## src/hw/rtl/assert_macros.svh

```systemverilog
// assertion macros for the lock table rtl
// used by files that check their own logic on aclk and aresetn
`ifndef ASSERT_MACROS_SVH
`define ASSERT_MACROS_SVH

// condition holds on every clock outside reset
`define BRLT_ASSERT(lbl, cond) \
    lbl: assert property (@(posedge aclk) disable iff (!aresetn) (cond)) \
        else $error("brlt assertion failed");

// antecedent implies consequent in the same cycle
`define BRLT_ASSERT_IMP(lbl, ante, cons) \
    lbl: assert property (@(posedge aclk) disable iff (!aresetn) (ante) |-> (cons)) \
        else $error("brlt assertion failed");

// antecedent implies consequent in the next cycle
`define BRLT_ASSERT_NXT(lbl, ante, cons) \
    lbl: assert property (@(posedge aclk) disable iff (!aresetn) (ante) |=> (cons)) \
        else $error("brlt assertion failed");

`endif

```

## src/hw/rtl/brlt_pkg.sv

```systemverilog
// shared types and codes for the byte range lock table
// no dependencies
package brlt_pkg;

    localparam logic [30:0] BLOCK_MAX = 31'h7fff_ffff;
    localparam int IDX_W = 10;

    localparam logic [3:0] REQ_CONFLICT  = 4'd0;
    localparam logic [3:0] REQ_COVER     = 4'd1;
    localparam logic [3:0] REQ_EXACT     = 4'd2;
    localparam logic [3:0] REQ_ADD_EXACT = 4'd3;
    localparam logic [3:0] REQ_ADD_EXT   = 4'd4;
    localparam logic [3:0] REQ_ADD_RANGE = 4'd5;
    localparam logic [3:0] REQ_DEL_SLOT  = 4'd6;
    localparam logic [3:0] REQ_DEL_OWNER = 4'd7;
    localparam logic [3:0] REQ_SET_TYPE  = 4'd8;
    localparam logic [3:0] REQ_SET_RANGE = 4'd9;

    localparam logic [1:0] ST_OK       = 2'd0;
    localparam logic [1:0] ST_NOTFOUND = 2'd1;
    localparam logic [1:0] ST_FULL     = 2'd2;
    localparam logic [1:0] ST_BAD      = 2'd3;

    typedef struct packed {
        logic [3:0]  code;
        logic        bad;
        logic [30:0] s;
        logic [30:0] e;
        logic [7:0]  kind;
        logic [15:0] owner;
        logic [5:0]  slot;
        logic [30:0] ns;
        logic [30:0] ne;
        logic [31:0] age;
    } req_t;

    typedef struct packed {
        logic             active;
        logic             found;
        logic [5:0]       b_slot;
        logic [30:0]      b_start;
        logic [30:0]      b_end;
        logic [7:0]       b_kind;
        logic [15:0]      b_owner;
        logic [31:0]      b_dist;
        logic             free_found;
        logic [IDX_W-1:0] free_idx;
        logic [30:0]      xs;
        logic [30:0]      xe;
        logic [6:0]       rm_cnt;
        logic             rm_any;
    } carry_t;

    typedef struct packed {
        logic             we;
        logic [IDX_W-1:0] idx;
        logic [30:0]      start;
        logic [30:0]      stop;
        logic [7:0]       kind;
        logic [15:0]      owner;
        logic [31:0]      age;
    } wb_t;

endpackage

```

## src/hw/rtl/brlt_cell.sv

```systemverilog
// one table entry of the lock table chain
// depends on brlt_pkg
module brlt_cell #(
    parameter int IDX = 0
) (
    input  logic            aclk,
    input  logic            aresetn,
    input  brlt_pkg::req_t  req,
    input  brlt_pkg::wb_t   wb,
    input  brlt_pkg::carry_t c_in,
    output brlt_pkg::carry_t c_out
);

    logic        valid_reg;
    logic [30:0] start_reg;
    logic [30:0] end_reg;
    logic [7:0]  kind_reg;
    logic [15:0] owner_reg;
    logic [31:0] age_reg;

    logic [31:0] age_gap;
    logic        m;
    logic        live;
    logic        slot_hit;
    logic        owner_hit;

    assign live = c_in.active && valid_reg;
    assign slot_hit = live &&
        ({{(brlt_pkg::IDX_W-6){1'b0}}, req.slot} == brlt_pkg::IDX_W'(IDX));
    assign owner_hit = live && (owner_reg == req.owner);
    assign age_gap = req.age - age_reg;

    always_comb begin
        c_out = c_in;
        m = 1'b0;
        unique case (req.code)
            brlt_pkg::REQ_CONFLICT: m = !(req.s > end_reg || req.e < start_reg);
            brlt_pkg::REQ_COVER:    m = start_reg <= req.s && end_reg >= req.e;
            brlt_pkg::REQ_EXACT:    m = start_reg == req.s && end_reg == req.e;
            default:                m = 1'b0;
        endcase
        if (live && m) begin
            if (!c_in.found ||
                (req.code == brlt_pkg::REQ_CONFLICT && age_gap < c_in.b_dist) ||
                (req.code != brlt_pkg::REQ_CONFLICT && age_gap > c_in.b_dist)) begin
                c_out.found   = 1'b1;
                c_out.b_slot  = 6'(IDX);
                c_out.b_start = start_reg;
                c_out.b_end   = end_reg;
                c_out.b_kind  = kind_reg;
                c_out.b_owner = owner_reg;
                c_out.b_dist  = age_gap;
            end
        end
        if (slot_hit && (req.code == brlt_pkg::REQ_DEL_SLOT ||
                req.code == brlt_pkg::REQ_SET_TYPE || req.code == brlt_pkg::REQ_SET_RANGE)) begin
            c_out.found   = 1'b1;
            c_out.b_slot  = 6'(IDX);
            c_out.b_start = (req.code == brlt_pkg::REQ_SET_RANGE) ? req.ns : start_reg;
            c_out.b_end   = (req.code == brlt_pkg::REQ_SET_RANGE) ? req.ne : end_reg;
            c_out.b_kind  = (req.code == brlt_pkg::REQ_SET_TYPE) ? req.kind : kind_reg;
            c_out.b_owner = owner_reg;
        end
        if (owner_hit && req.code == brlt_pkg::REQ_DEL_OWNER) begin
            c_out.rm_cnt = c_in.rm_cnt + 7'd1;
            c_out.rm_any = 1'b1;
        end
        if (c_in.active && !valid_reg && !c_in.free_found) begin
            c_out.free_found = 1'b1;
            c_out.free_idx   = brlt_pkg::IDX_W'(IDX);
        end
        if (live) begin
            if (start_reg > req.e && (start_reg - 31'd1) < c_in.xe) begin
                c_out.xe = start_reg - 31'd1;
            end
            if (end_reg < req.s && (end_reg + 31'd1) > c_in.xs) begin
                c_out.xs = end_reg + 31'd1;
            end
        end
    end

    always_ff @(posedge aclk) begin
        if (!aresetn) begin
            valid_reg <= 1'b0;
        end else begin
            if (owner_hit && req.code == brlt_pkg::REQ_DEL_OWNER) begin
                valid_reg <= 1'b0;
            end
            if (slot_hit && req.code == brlt_pkg::REQ_DEL_SLOT) begin
                valid_reg <= 1'b0;
            end
            if (wb.we && wb.idx == brlt_pkg::IDX_W'(IDX)) begin
                valid_reg <= 1'b1;
            end
        end
    end

    always_ff @(posedge aclk) begin
        if (slot_hit && req.code == brlt_pkg::REQ_SET_TYPE) begin
            kind_reg <= req.kind;
        end
        if (slot_hit && req.code == brlt_pkg::REQ_SET_RANGE) begin
            start_reg <= req.ns;
            end_reg   <= req.ne;
        end
        if (wb.we && wb.idx == brlt_pkg::IDX_W'(IDX)) begin
            start_reg <= wb.start;
            end_reg   <= wb.stop;
            kind_reg  <= wb.kind;
            owner_reg <= wb.owner;
            age_reg   <= wb.age;
        end
    end

endmodule

```

## config.mk

```make
export PLATFORM = sky130hd
export DESIGN_NAME = brlt_cell
export DESIGN_NICKNAME = d
export VERILOG_FILES = /design/src/hw/rtl/assert_macros.svh /design/src/hw/rtl/brlt_pkg.sv /design/src/hw/rtl/brlt_cell.sv
export SDC_FILE = /design/constraint.sdc
export NUM_CORES = 1
export LEC_CHECK = 0
export ABC_AREA = 1
export BUFFER_PORTS_ARGS = -buffer_cell sky130_fd_sc_hd__buf_2
export CAP_MARGIN = 5
export CORE_AREA = 4 4 286 288
export CTS_BUF_LIST = sky130_fd_sc_hd__clkbuf_16
export DETAILED_ROUTE_END_ITERATION = 16
export DIE_AREA = 0 0 290 292
export GPL_TIMING_DRIVEN = 0
export HOLD_SLACK_MARGIN = 0.02
export PLACE_DENSITY = 0.45
export SLEW_MARGIN = 10
export SYNTH_ARGS = -nofsm -noshare
export SYNTH_HDL_FRONTEND = slang
export SYNTH_SLANG_ARGS = --single-unit
```

## constraint.sdc

```tcl
create_clock -name aclk -period 8.6 [get_ports aclk]
set_input_delay 0.86 -clock aclk [delete_from_list [all_inputs] [get_ports aclk]]
set_output_delay 0.86 -clock aclk [all_outputs]
set_load 0.02 [all_outputs]
```

==> reports/summary.txt <==
Area leader, netlist: edfxtp_1
# H-tree levels: 4
Leak pwr: 0.0135 uW
Vias in the first global route: 21,400
Setup crit end kind: primary output
GRT overflow: 0
Max-cap check violation count: 0
Share of cells above drive strength 1: 24.3%
Post_cts resized: 0
Hold Path Origin: valid_reg$_SDFFE_PN0P_
Mean area per synthesized cell: 6.30 um^2
Gpl congestion: 0.935
CTS max path bufs: 2
Post-CTS setup buffers: 0
Pre-CTS WS: 1.85 ns
Final core utilization: 31.0%
Core area: 0.0789 mm^2
Post-route ant nets: 0
Rel. slew slack: 32.3%
Largest register FFs: 32
Initial antenna violation count: 52
Ys async rst share: 0%
Chip width: 290 um
Hold Crit Class: reg -> reg
Clk sinks: 119
R2r startpoint: valid_reg$_SDFFE_PN0P_
Min cycle time layout: 6.63 ns
Largest stage delay on the critical path: 0.40 ns
Synthesized flop and latch total: 119
Slew Viols, Final: 0
YS warnings: 0
RSZ-0062 raised after global routing: false
Critical Path AT: 5.77 ns
Crit path from: req[0]
Predominant post-synthesis flop cell: edfxtp_1
Drt wl/cell: 20.4 um
Fin. Hold Viols: 0
DIE AREA: 0.0847 mm^2
Max IR drop VDD: 0.000103 V
CTS Buf Count: 17
# setup viols final: 0
Syn Std Cell Area: 0.0187 mm^2
Fmax: 0.151 GHz
Final setup TNS: 0 ns
I/O pin cnt: 736
Final #Nets: 4,501
Crit path kind: in -> out
DR vias/cell: 4.50
Post-CTS Hold Buffers: 0
Drt pass-1 iters: 6
Final HPWL DP: 84,500 um
Clk_skew: 0.00641 ns
Clk root buf: clkbuf_16
Tot GR Track Use: 22.1%
Sequential area share after synthesis: 19.1%
Synth area leaders: edfxtp_1 19%, nand2_1 19%, ha_1 17%
Worst path top cell family by delay: simple AND/OR/NAND/NOR gates
Initial Utilization: 23.6%
Largest net degree at the start of global routing: 35
First-pass GRT wire length: 139,000 um
Power Density: 84.9 mW/mm^2
Via count: 21,600
Height of the chip: 292 um
Residual DRC: 0
Clock slew at reported path FFs: 0.06 ns
Crit path buf inv count: 8
Status: complete, no violations
Slowest stage cell, crit path: a21oi_1
Unique masters post-synth: 48
Gate count after technology mapping: 2,960
Worst-Skew Late Latency: 0.47 ns
CTS tree: yes
Drt total wl: 97,800 um
CP Launch Type: primary input
Synth top area share: 19.0%
Final worst-path cycle share: 77.1%
WP data required: 7.74 ns
Iteration-0 DRC Markers: 1,089
Measured slew at the worst slew-check pin: 1.02 ns
Post-synth EDFFs: 118
Power Total: 2080 uW
Placed cell area: 0.0238 mm^2
I/O Buffers: 734
Setup ws final: 1.97 ns
Worst-path maximum fanout: 10
Layout Cell Area excl Fill: 0.0244 mm^2
# rows: 103
Layout area overhead: 31.0%
Post-Synthesis Net Count: 3,740
per-stage QoR:
step,std cells,hold slack (ns)
after floorplan,2960,0.481
after global placement,4744,0.499
after detailed placement,4752,0.511
after CTS,4782,0.512
after global routing,4791,0.515
final,4804,0.511
Yosys cell counts, types with 10 or more instances:
cell type / instances
a21o_1: 10
a21oi_1: 131
buf_1: 11
buf_2: 17
clkbuf_1: 54
edfxtp_1: 118
ha_1: 250
inv_1: 508
mux2_2: 71
nand2_1: 931
nand3_1: 217
nand4_1: 41
nor2_1: 223
nor3_1: 39
nor4_1: 11
o21a_1: 10
o21ai_0: 122
o21ai_1: 19
xnor2_1: 32
xor2_1: 64
per-layer routing:
metal  vias up  track usage [%]  routed length [um]
met3        97             5.48                6220
met1      9768             26.6               41000
met5         -                0                 246
met4        36             3.97                1250
met2       663             40.2               49100
li1      11100                -                   -
cell type report:
cell class / count / area, um^2
Antenna cell: 22 / 55.1
Buffer: 94 / 454
Clock buffer: 17 / 425
Clock inverter: 13 / 141
Fill cell: 9158 / 54400
Inverter: 516 / 1940
Multi-Input combinational cell: 2231 / 12700
Sequential cell: 119 / 3560
Tap cell: 1050 / 1310
Timing Repair Buffer: 742 / 3830
worst reg2reg max path, delay by kind of cell (launching register included):
kind            cells  cell delay, ns
simple gates        3            0.69
compound gates      1            0.44
flops               1            0.34
buf+inv             3            0.60
path summary, 6_finish.rpt:
check,slack [ns],cells past startpoint,endpoint
hold / removal,0.51,2,valid_reg$_SDFFE_PN0P_
setup reg to reg,6.22,7,start_reg[8]$_DFFE_PP_
setup / recovery,1.97,29,c_out[99]
hold reg to reg,0.51,2,valid_reg$_SDFFE_PN0P_
cell usage in the layout, fill, tap and decap left out, types with 19 or more instances in the layout:
| master | n |
|---|---|
| a21oi_1 | 131 |
| buf_2 | 751 |
| clkbuf_1 | 52 |
| diode_2 | 22 |
| edfxtp_1 | 118 |
| ha_1 | 250 |
| inv_1 | 510 |
| mux2_2 | 71 |
| nand2_1 | 931 |
| nand3_1 | 217 |
| nand4_1 | 41 |
| nor2_1 | 221 |
| nor3_1 | 39 |
| o21ai_0 | 120 |
| o21ai_1 | 19 |
| xnor2_1 | 32 |
| xor2_1 | 64 |
power breakdown:
group / switching, uW / internal (uW)
Clock: 315 / 445
Combinational: 410 / 267
Sequential: 0.600 / 637
Total: 726 / 1350
kinds of logic after synthesis:
group	after synthesis	synth area share, %
adders and majority gates	251	16.9
and+or+nand+nor	1502	33.5
buffers and inverters	610	12.8
muxes	71	4.29
AOI/OAI and AO/OA	310	8.80
DFF	119	19.1
xor gates and xnor gates	97	4.60
(Power assumes the default switching activity.)
